--- src/sv/piw_pkg.sv ---
// Shared types and constants for the point-in-polygon winding unit.
`timescale 1ns / 1ps
package piw_pkg;

  // Fixed field widths of the interface
  localparam int unsigned IDX_W      = 4;
  localparam int unsigned LOC_W      = 2;
  localparam int unsigned CFG_CNT_W  = 5;
  localparam int unsigned EPS_W      = 32;
  localparam int unsigned CFG_IDX_W  = 1;
  localparam int unsigned OUT_DATA_W = ((LOC_W + 7) / 8) * 8;
  localparam int unsigned MIN_CORNERS = 3;

  // Item kinds carried on in_tuser
  localparam logic OP_LOAD  = 1'b0;
  localparam logic OP_QUERY = 1'b1;

  // Configuration register indexes
  localparam logic [CFG_IDX_W-1:0] REG_CORNER_COUNT = 1'b0;
  localparam logic [CFG_IDX_W-1:0] REG_EPSILON      = 1'b1;

  // Result codes
  localparam logic [LOC_W-1:0] LOC_OUTSIDE  = 2'd0;
  localparam logic [LOC_W-1:0] LOC_INSIDE   = 2'd1;
  localparam logic [LOC_W-1:0] LOC_BOUNDARY = 2'd2;

  // Reset values of the configuration registers
  localparam logic [CFG_CNT_W-1:0] CORNER_COUNT_RST = 5'd3;
  localparam logic [EPS_W-1:0]     EPSILON_RST      = 32'd1;

  typedef enum logic [2:0] {
    ST_IDLE   = 3'b001,
    ST_RUN    = 3'b010,
    ST_FINISH = 3'b100
  } state_t;

endpackage

--- src/sv/point_in_polygon_winding_unit.sv ---
// Top level: corner store and winding-number walk over the polygon edges.
`timescale 1ns / 1ps
// Point-in-polygon test by winding number, exact fixed-point arithmetic.
// Input channel (in_*): in_tuser selects the item kind. A load item writes
// one corner (x, y) into the corner store at corner_index and yields no
// result. A query item walks every edge of the first corner_count
// corners and yields one location item on the out_* channel
// (outside, inside or on the boundary).
// A query reads the corners through the single read port of the corner
// store, one corner per cycle, corner_count + 1 reads in all, followed by a
// product stage, a difference stage and the winding update. A new item is
// taken once the result has moved into the output register, so a query
// must finish before the next item is taken; loads are taken one per cycle
// while idle.
// If the receiver stalls, the result waits in the output register while
// loads and a further query are still taken; that query holds only at its
// end until the output register frees.
// Configuration (cfg_*) is always ready; write it only while idle.
// Reset (rst_n low, synchronous) empties the pipeline and output and sets
// corner_count to 3 and collinear_epsilon to 1. Corners are undefined
// until loaded.
module point_in_polygon_winding_unit #(
  parameter int unsigned MAX_CORNERS = 16,
  parameter int unsigned COORD_WIDTH = 16
) (
  input  logic                                clk,
  input  logic                                rst_n,
  // in_tdata, low bit up: corner_index, coord_x, coord_y, zero pad
  input  logic [((piw_pkg::IDX_W + 2*COORD_WIDTH + 7) / 8) * 8 - 1:0] in_tdata,
  // in_tuser: operation
  input  logic                                in_tuser,
  input  logic                                in_tvalid,
  output logic                                in_tready,
  // out_tdata, low bit up: location, zero pad
  output logic [piw_pkg::OUT_DATA_W-1:0]      out_tdata,
  output logic                                out_tvalid,
  input  logic                                out_tready,
  input  logic                                cfg_valid,
  output logic                                cfg_ready,
  input  logic [piw_pkg::CFG_IDX_W-1:0]       cfg_index,
  input  logic [piw_pkg::EPS_W-1:0]           cfg_data
);

  localparam int unsigned AW    = $clog2(MAX_CORNERS);
  localparam int unsigned CNT_N = $clog2(MAX_CORNERS + 1);
  localparam int unsigned CNT_W = (CNT_N > piw_pkg::CFG_CNT_W) ? CNT_N : piw_pkg::CFG_CNT_W;
  localparam int unsigned DW    = COORD_WIDTH + 1;
  localparam int unsigned PW    = 2 * DW;
  localparam int unsigned XW    = PW + 1;
  localparam int unsigned CMPW  = ((XW > piw_pkg::EPS_W) ? XW : piw_pkg::EPS_W) + 1;
  localparam int unsigned WNW   = CNT_N + 2;
  localparam int unsigned MW    = 2 * COORD_WIDTH;

  // ---------------------------------------------------------------- config
  logic [piw_pkg::CFG_CNT_W-1:0] cc_r;
  logic [piw_pkg::EPS_W-1:0]     eps_r;

  assign cfg_ready = 1'b1;

  always_ff @(posedge clk) begin
    if (!rst_n) begin
      cc_r  <= piw_pkg::CORNER_COUNT_RST;
      eps_r <= piw_pkg::EPSILON_RST;
    end else if (cfg_valid && cfg_ready) begin
      unique case (cfg_index)
        piw_pkg::REG_CORNER_COUNT: cc_r  <= cfg_data[piw_pkg::CFG_CNT_W-1:0];
        piw_pkg::REG_EPSILON:      eps_r <= cfg_data;
        default: ;
      endcase
    end
  end

  // ---------------------------------------------------------------- input
  logic [piw_pkg::IDX_W-1:0]    in_idx;
  logic signed [COORD_WIDTH-1:0] in_x;
  logic signed [COORD_WIDTH-1:0] in_y;
  logic                         in_acc;

  assign in_idx = in_tdata[piw_pkg::IDX_W-1:0];
  assign in_x   = in_tdata[piw_pkg::IDX_W +: COORD_WIDTH];
  assign in_y   = in_tdata[piw_pkg::IDX_W + COORD_WIDTH +: COORD_WIDTH];
  assign in_acc = in_tvalid && in_tready;

  // clamp the corner count to the legal range
  logic [CNT_W-1:0] cc_ext;
  logic [CNT_W-1:0] n_nxt;

  always_comb begin
    cc_ext = CNT_W'(cc_r);
    priority if (cc_ext < CNT_W'(piw_pkg::MIN_CORNERS)) begin
      n_nxt = CNT_W'(piw_pkg::MIN_CORNERS);
    end else if (cc_ext > CNT_W'(MAX_CORNERS)) begin
      n_nxt = CNT_W'(MAX_CORNERS);
    end else begin
      n_nxt = cc_ext;
    end
  end

  // ---------------------------------------------------------------- control
  piw_pkg::state_t state_r, state_nxt;
  logic [CNT_W-1:0] n_r;
  logic [CNT_W-1:0] step_r;
  logic             issuing_r;
  logic signed [COORD_WIDTH-1:0] px_r, py_r;

  logic             rd_en;
  logic [AW-1:0]    rd_addr;
  logic             wr_en;
  logic [AW-1:0]    wr_addr;

  logic             d_vld_r, d_last_r;
  logic             out_free;
  logic [piw_pkg::LOC_W-1:0] loc_r, loc_nxt;

  assign in_tready = (state_r == piw_pkg::ST_IDLE);
  assign out_free  = !out_tvalid || out_tready;
  assign wr_en     = in_acc && (in_tuser == piw_pkg::OP_LOAD)
                     && (32'(in_idx) < 32'(MAX_CORNERS));
  assign wr_addr   = AW'(in_idx);
  assign rd_en     = (state_r == piw_pkg::ST_RUN) && issuing_r;
  // first read is the last corner in use, then corners 0 upward
  assign rd_addr   = (step_r == '0) ? AW'(n_r - CNT_W'(1)) : AW'(step_r - CNT_W'(1));

  always_comb begin
    state_nxt = state_r;
    unique case (state_r)
      piw_pkg::ST_IDLE: begin
        if (in_acc && (in_tuser == piw_pkg::OP_QUERY)) state_nxt = piw_pkg::ST_RUN;
      end
      piw_pkg::ST_RUN: begin
        if (d_vld_r && d_last_r) state_nxt = piw_pkg::ST_FINISH;
      end
      piw_pkg::ST_FINISH: begin
        if (out_free) state_nxt = piw_pkg::ST_IDLE;
      end
      default: state_nxt = piw_pkg::ST_IDLE;
    endcase
  end

  always_ff @(posedge clk) begin
    if (!rst_n) begin
      state_r   <= piw_pkg::ST_IDLE;
      issuing_r <= 1'b0;
      step_r    <= '0;
      n_r       <= CNT_W'(piw_pkg::MIN_CORNERS);
    end else begin
      state_r <= state_nxt;
      if (in_acc && (in_tuser == piw_pkg::OP_QUERY)) begin
        issuing_r <= 1'b1;
        step_r    <= '0;
        n_r       <= n_nxt;
      end else if (rd_en) begin
        if (step_r == n_r) begin
          issuing_r <= 1'b0;
        end else begin
          step_r <= step_r + CNT_W'(1);
        end
      end
    end
  end

  always_ff @(posedge clk) begin
    if (in_acc) begin
      px_r <= in_x;
      py_r <= in_y;
    end
  end

  // ---------------------------------------------------------------- corner store
  logic [MW-1:0] mem [MAX_CORNERS];
  logic [MW-1:0] rd_data_r;
  logic          rd_vld_r, rd_first_r, rd_last_r;

  always_ff @(posedge clk) begin
    if (wr_en) mem[wr_addr] <= {in_y, in_x};
    if (rd_en) rd_data_r <= mem[rd_addr];
  end

  always_ff @(posedge clk) begin
    if (!rst_n) begin
      rd_vld_r <= 1'b0;
    end else begin
      rd_vld_r <= rd_en;
    end
  end

  always_ff @(posedge clk) begin
    if (rd_en) begin
      rd_first_r <= (step_r == '0);
      rd_last_r  <= (step_r == n_r);
    end
  end

  // ---------------------------------------------------------------- stage B: products
  logic [MW-1:0] prev_r;
  logic signed [COORD_WIDTH-1:0] sx, sy, ex, ey;
  logic signed [DW-1:0] da, db, dc, dd;
  logic sy_le, ey_gt, in_box;

  assign sx = prev_r[COORD_WIDTH-1:0];
  assign sy = prev_r[MW-1:COORD_WIDTH];
  assign ex = rd_data_r[COORD_WIDTH-1:0];
  assign ey = rd_data_r[MW-1:COORD_WIDTH];

  assign da = DW'(ex) - DW'(sx);
  assign db = DW'(py_r) - DW'(sy);
  assign dc = DW'(px_r) - DW'(sx);
  assign dd = DW'(ey) - DW'(sy);

  assign sy_le  = (sy <= py_r);
  assign ey_gt  = (ey > py_r);
  assign in_box = ((sx <= px_r) || (ex <= px_r)) && ((px_r <= sx) || (px_r <= ex))
                && ((sy <= py_r) || (ey <= py_r)) && ((py_r <= sy) || (py_r <= ey));

  logic signed [PW-1:0] p_r, q_r;
  logic c_vld_r, c_last_r, c_up_r, c_down_r, c_box_r;

  always_ff @(posedge clk) begin
    if (rd_vld_r) prev_r <= rd_data_r;
    p_r      <= PW'(da) * PW'(db);
    q_r      <= PW'(dc) * PW'(dd);
    c_last_r <= rd_last_r;
    c_up_r   <= sy_le && ey_gt;
    c_down_r <= !sy_le && !ey_gt;
    c_box_r  <= in_box;
  end

  // ---------------------------------------------------------------- stage C: cross product
  logic signed [XW-1:0] cross_r;
  logic d_up_r, d_down_r, d_box_r;

  always_ff @(posedge clk) begin
    cross_r  <= XW'(p_r) - XW'(q_r);
    d_last_r <= c_last_r;
    d_up_r   <= c_up_r;
    d_down_r <= c_down_r;
    d_box_r  <= c_box_r;
  end

  always_ff @(posedge clk) begin
    if (!rst_n) begin
      c_vld_r <= 1'b0;
      d_vld_r <= 1'b0;
    end else begin
      c_vld_r <= rd_vld_r && !rd_first_r;
      d_vld_r <= c_vld_r;
    end
  end

  // ---------------------------------------------------------------- stage D: classify, wind
  logic signed [CMPW-1:0] cross_e, eps_e;
  logic collinear, left_side, right_side;
  logic signed [WNW-1:0] wn_r, wn_nxt;
  logic bnd_r, bnd_nxt;

  assign cross_e    = CMPW'(cross_r);
  assign eps_e      = CMPW'(eps_r);
  assign collinear  = cross_r[XW-1] ? (cross_e > -eps_e) : (cross_e < eps_e);
  assign left_side  = !collinear && !cross_r[XW-1] && (cross_r != '0);
  assign right_side = !collinear && !left_side;

  always_comb begin
    wn_nxt  = wn_r;
    bnd_nxt = bnd_r;
    if (d_vld_r) begin
      if (collinear && d_box_r) bnd_nxt = 1'b1;
      if (d_up_r && left_side) begin
        wn_nxt = wn_r + WNW'(1);
      end else if (d_down_r && right_side) begin
        wn_nxt = wn_r - WNW'(1);
      end
    end
    priority if (bnd_nxt) begin
      loc_nxt = piw_pkg::LOC_BOUNDARY;
    end else if (wn_nxt != '0) begin
      loc_nxt = piw_pkg::LOC_INSIDE;
    end else begin
      loc_nxt = piw_pkg::LOC_OUTSIDE;
    end
  end

  always_ff @(posedge clk) begin
    if (!rst_n) begin
      wn_r  <= '0;
      bnd_r <= 1'b0;
    end else if (in_acc) begin
      wn_r  <= '0;
      bnd_r <= 1'b0;
    end else begin
      wn_r  <= wn_nxt;
      bnd_r <= bnd_nxt;
    end
  end

  always_ff @(posedge clk) begin
    if (d_vld_r && d_last_r) loc_r <= loc_nxt;
  end

  // ---------------------------------------------------------------- output register
  logic                      out_vld_r;
  logic [piw_pkg::LOC_W-1:0] out_loc_r;

  always_ff @(posedge clk) begin
    if (!rst_n) begin
      out_vld_r <= 1'b0;
    end else if ((state_r == piw_pkg::ST_FINISH) && out_free) begin
      out_vld_r <= 1'b1;
    end else if (out_tready) begin
      out_vld_r <= 1'b0;
    end
  end

  always_ff @(posedge clk) begin
    if ((state_r == piw_pkg::ST_FINISH) && out_free) out_loc_r <= loc_r;
  end

  assign out_tvalid = out_vld_r;
  assign out_tdata  = piw_pkg::OUT_DATA_W'(out_loc_r);

  // ---------------------------------------------------------------- checks
  a_edge_only_in_run: assert property (@(posedge clk) disable iff (!rst_n)
    d_vld_r |-> (state_r == piw_pkg::ST_RUN))
    else $error("edge result outside a query walk");

  a_step_bound: assert property (@(posedge clk) disable iff (!rst_n)
    (state_r == piw_pkg::ST_RUN) |-> (step_r <= n_r))
    else $error("read step past the last corner");

  a_result_from_finish: assert property (@(posedge clk) disable iff (!rst_n)
    (out_vld_r && !$past(out_vld_r)) |-> $past(state_r == piw_pkg::ST_FINISH))
    else $error("result appeared without a finished query");

  a_loc_code: assert property (@(posedge clk) disable iff (!rst_n)
    out_vld_r |-> (out_loc_r == piw_pkg::LOC_OUTSIDE || out_loc_r == piw_pkg::LOC_INSIDE
                   || out_loc_r == piw_pkg::LOC_BOUNDARY))
    else $error("invalid location code");

endmodule

--- config.mk ---
export PLATFORM = sky130hd
export DESIGN_NAME = point_in_polygon_winding_unit
export DESIGN_NICKNAME = d
export VERILOG_FILES = /design/src/sv/piw_pkg.sv /design/src/sv/point_in_polygon_winding_unit.sv
export SDC_FILE = /design/constraint.sdc
export NUM_CORES = 2
export LEC_CHECK = 0
export BUFFER_PORTS_ARGS = -buffer_cell sky130_fd_sc_hd__buf_2
export CORE_MARGIN = 10
export CORE_UTILIZATION = 55
export CTS_CLUSTER_SIZE = 40
export DETAILED_ROUTE_END_ITERATION = 10
export PLACE_DENSITY = 0.76
export SLEW_MARGIN = 20
export SYNTH_ARGS = -nofsm -noshare
export SYNTH_HDL_FRONTEND = slang
export SYNTH_SLANG_ARGS = --single-unit
--- constraint.sdc ---
create_clock -name clk -period 9 [get_ports clk]
set_clock_uncertainty 0.15 [all_clocks]
set_input_delay 1.8 -clock clk [delete_from_list [all_inputs] [get_ports clk]]
set_output_delay 1.8 -clock clk [all_outputs]
set_load 0.01 [all_outputs]
==> run_summary.xml <==
<?xml version="1.0" encoding="UTF-8"?>
<metrics>
  <group name="yosys">
    <metric name="synth_edf_count" unit="">614</metric>
    <metric name="yosys.area_share.adder" unit="%">29.08</metric>
    <metric name="synth-async-reset-ratio" unit="%">0</metric>
    <metric name="postSynth.topFlopCell" unit="">edfxtp_1</metric>
    <metric name="synth_cell_type_count" unit="">98</metric>
    <metric name="synth_compound_area_share" unit="%">6.535</metric>
    <metric name="synthesis_stage_register_bit_count" unit="">788</metric>
    <metric name="synth_xor_xnor_area_share" unit="%">3.061</metric>
    <metric name="synthTopCellsByArea" unit="">edfxtp_1 32%, fa_1 21%, ha_1 8.2%, dfxtp_1 6.1%, inv_1 5.5%</metric>
    <metric name="synth_warnings" unit="">0</metric>
    <metric name="synthMostInstantiatedCell" unit="">inv_1</metric>
    <metric name="post_synth_and_or_nand_nor_area_fraction" unit="%">10.49</metric>
    <metric name="synth_top_area_share" unit="%">32.22</metric>
    <metric name="main_combinational_cell_family_by_area_after_synthesis" unit="">adder cells</metric>
    <metric name="muxShareOfSynthArea" unit="%">5.845</metric>
    <metric name="netlist_instances" unit="">4969</metric>
    <metric name="synth_commonest_cells" unit="">838 x inv_1, 614 x edfxtp_1, 597 x fa_1</metric>
    <metric name="yosys.area.top_type" unit="">edfxtp_1</metric>
    <metric name="synth_area" unit="sq um">57220</metric>
    <metric name="post_synth.cell_area_avg" unit="sq um">11.52</metric>
    <metric name="yosysSeqAreaShare" unit="%">38.31</metric>
  </group>
  <group name="sta">
    <metric name="final.period_utilization" unit="%">96.42</metric>
    <metric name="whs" unit="ns">0.1751</metric>
    <metric name="finalWorstSetupSlack" unit="ns">0.3219</metric>
    <metric name="slew-limit-headroom" unit="%">24.21</metric>
    <metric name="timing.final.hold_violations" unit="">0</metric>
    <metric name="slew_of_the_pin_with_the_lowest_slew_margin" unit="ns">1.133</metric>
    <metric name="final-max-slew-violation-count" unit="">0</metric>
    <metric name="timing.fmax" unit="MHz">115.2</metric>
    <metric name="period_minus_slack" unit="ns">8.678</metric>
    <metric name="report.final.setup_viol" unit="">0</metric>
  </group>
  <group name="job">
    <metric name="max-cap-violations" unit="">0</metric>
  </group>
  <group name="grt">
    <metric name="grt_util_all_layers" unit="%">24.03</metric>
    <metric name="gr-total-overflow" unit="">0</metric>
    <metric name="number_of_antenna_violations_at_the_first_check_in_global_routing" unit="">9</metric>
    <metric name="vias_in_the_first_global_route" unit="">39780</metric>
    <metric name="grt_pass1_wl" unit="microns">219800</metric>
    <metric name="grt_start_max_net_pins" unit="">94</metric>
  </group>
  <group name="route">
    <metric name="vias" unit="">37640</metric>
    <metric name="vias_per_cell" unit="">5.731</metric>
    <metric name="antenna_left" unit="">0</metric>
    <metric name="routedWlPerCell" unit="microns">21.29</metric>
    <metric name="wl" unit="microns">139800</metric>
    <metric name="drc" unit="">0</metric>
    <metric name="detailedRoute.firstPassIterationCount" unit="">6</metric>
    <metric name="drt-initial-drc-count" unit="">3216</metric>
  </group>
  <group name="setup_path">
    <metric name="setup.worst_path.start_class" unit="">flop</metric>
    <metric name="crit_slowest_cell" unit="">or4_4</metric>
    <metric name="timing.critical_path.mode_cell" unit="">fa_1</metric>
    <metric name="crit_buf_inv" unit="">5</metric>
    <metric name="cp.depth" unit="">33</metric>
    <metric name="reg2reg_depth" unit="">33</metric>
    <metric name="worst_setup_path_end_kind" unit="">flop</metric>
    <metric name="worst-setup-path-type" unit="">flop to flop</metric>
    <metric name="path_delay_family" unit="">adder cells</metric>
    <metric name="critical_path_peak_fanout" unit="">5</metric>
    <metric name="crit_path_max_cell_delay" unit="ns">0.57</metric>
    <metric name="timing.critical_path.required" unit="ns">9.38</metric>
    <metric name="worst-endpoint-arrival" unit="ns">9.06</metric>
  </group>
  <group name="cts">
    <metric name="htree_depth" unit="">3</metric>
    <metric name="worst_setup_hold_path_clk_slew" unit="ns">0.07</metric>
    <metric name="cts_tree" unit="">done</metric>
    <metric name="insertion_delay" unit="ns">0.70</metric>
    <metric name="postCtsHoldBufs" unit="">0</metric>
    <metric name="clock_path_buffers" unit="">3</metric>
    <metric name="cts_buffers" unit="">79</metric>
    <metric name="cts-root-buf" unit="">clkbuf_16</metric>
    <metric name="cts.sink_count" unit="">788</metric>
  </group>
  <group name="placement">
    <metric name="io_buffer_count" unit="">78</metric>
    <metric name="gp_congestion" unit="">0.9218</metric>
    <metric name="pre_cts_ws" unit="ns">0.1325</metric>
    <metric name="hpwl" unit="microns">101600</metric>
  </group>
  <group name="min_path">
    <metric name="worstHoldPathCells" unit="">0</metric>
    <metric name="min_path_type" unit="">flop to flop</metric>
  </group>
  <group name="die">
    <metric name="num_rows" unit="">118</metric>
    <metric name="floorplan.die.width" unit="microns">342.6</metric>
    <metric name="num_io_pins" unit="">90</metric>
    <metric name="dieArea" unit="sq um">117300</metric>
    <metric name="die_y" unit="microns">342.6</metric>
    <metric name="core" unit="sq um">103300</metric>
    <metric name="initial_core_util" unit="%">55.37</metric>
  </group>
  <group name="final_layout">
    <metric name="synthToLayoutAreaGrowth" unit="%">9.918</metric>
    <metric name="design.final.nets" unit="">6177</metric>
    <metric name="layout-drive-gt1-share" unit="%">11.46</metric>
  </group>
  <group name="status">
    <metric name="status" unit="">finished, final reports clean</metric>
  </group>
</metrics>
## logic make-up (layout without fill, tap and decap cells)
logic type | Yosys count | count (layout)
AND/OR/NAND/NOR | 1278 | 1278
adder cells (fa/ha/maj) | 972 | 972
other | 2 | 10
multiplexers | 174 | 174
AO/OA/AOI/OAI | 568 | 568
XOR/XNOR | 200 | 200
flip-flops | 788 | 788
buffers and inverters | 987 | 1198
## sequential cells by signal, summed over array words and instances, names as in the netlist, 7 cells and up
signal and flops:
wn_r 7, py_r 16, cross_r 35, q_r 34, prev_r 32, px_r 16
eps_r 32, mem 512, p_r 34, rd_data_r 32
## final timing paths
| check | start | end | slack [ns] |
|---|---|---|---|
| min reg2reg | c_box_r | d_box_r | 0.18 |
| max | rd_data_r[1] | p_r[26] | 0.32 |
| min | c_box_r | d_box_r | 0.18 |
| max reg2reg | rd_data_r[1] | p_r[26] | 0.32 |
## placed cells by master (no fill, tap or decap), types with 23 or more instances in the layout
cell type / count
inv_1: 838
edfxtp_1: 614
fa_1: 593
nand2_1: 436
ha_1: 373
nor2_1: 342
dfxtp_1: 174
a21oi_1: 159
xnor2_1: 139
buf_4: 137
mux4_2: 128
nor2b_1: 101
o21ai_0: 82
clkbuf_16: 79
buf_2: 78
nand3_1: 69
a21o_1: 67
nand2b_1: 57
nor3_1: 49
xor2_1: 48
mux2i_1: 45
a211oi_1: 40
a21boi_0: 39
and2_1: 33
and3_1: 33
nand4_1: 33
o21a_1: 24
or2_2: 23
## per-stage QoR
stage                     instances  instance area, sq um  utilization, %  setup TNS, ns
after floorplan                4974                 57240               -              0
after global routing           6566                 62890           60.86       -0.01651
final                          6568                 62900           60.86              0
after CTS                      6552                 62540           60.51              0
after detailed placement       6412                 59850           57.91              0
after global placement         6412                 59840           57.90              0
## timing repair
action / 4_1_cts / 5_1_grt
buffers inserted: 0 / 13
endpoints found under the setup margin: 0 / 19
resized for setup: 0 / 54
endpoints found under the hold margin: 0 / 0
## metal layers
metal | global-route usage [%] | vias up | wire length, microns
met3 | 5.628 | 383 | 12390
met1 | 29.51 | 18740 | 53560
met2 | 40.43 | 1619 | 67670
met4 | 10.35 | 10 | 6171
met5 | 0 | - | 64
li1 | - | 16890 | -
## area by class of cell
class / instances / area, sq um
fill: 7974 / 40450
multi-input combinational: 3199 / 31940
sequential: 788 / 21920
inverter: 840 / 3153
clock buffer: 100 / 2086
tap: 1380 / 1727
timing repair buffer: 218 / 1470
clock inverter: 40 / 598.1
antenna: 3 / 7.507
Power is left out: the tool's default activity adds up to more than one toggle a clock period on the data nets, which glitch-free logic cannot reach.
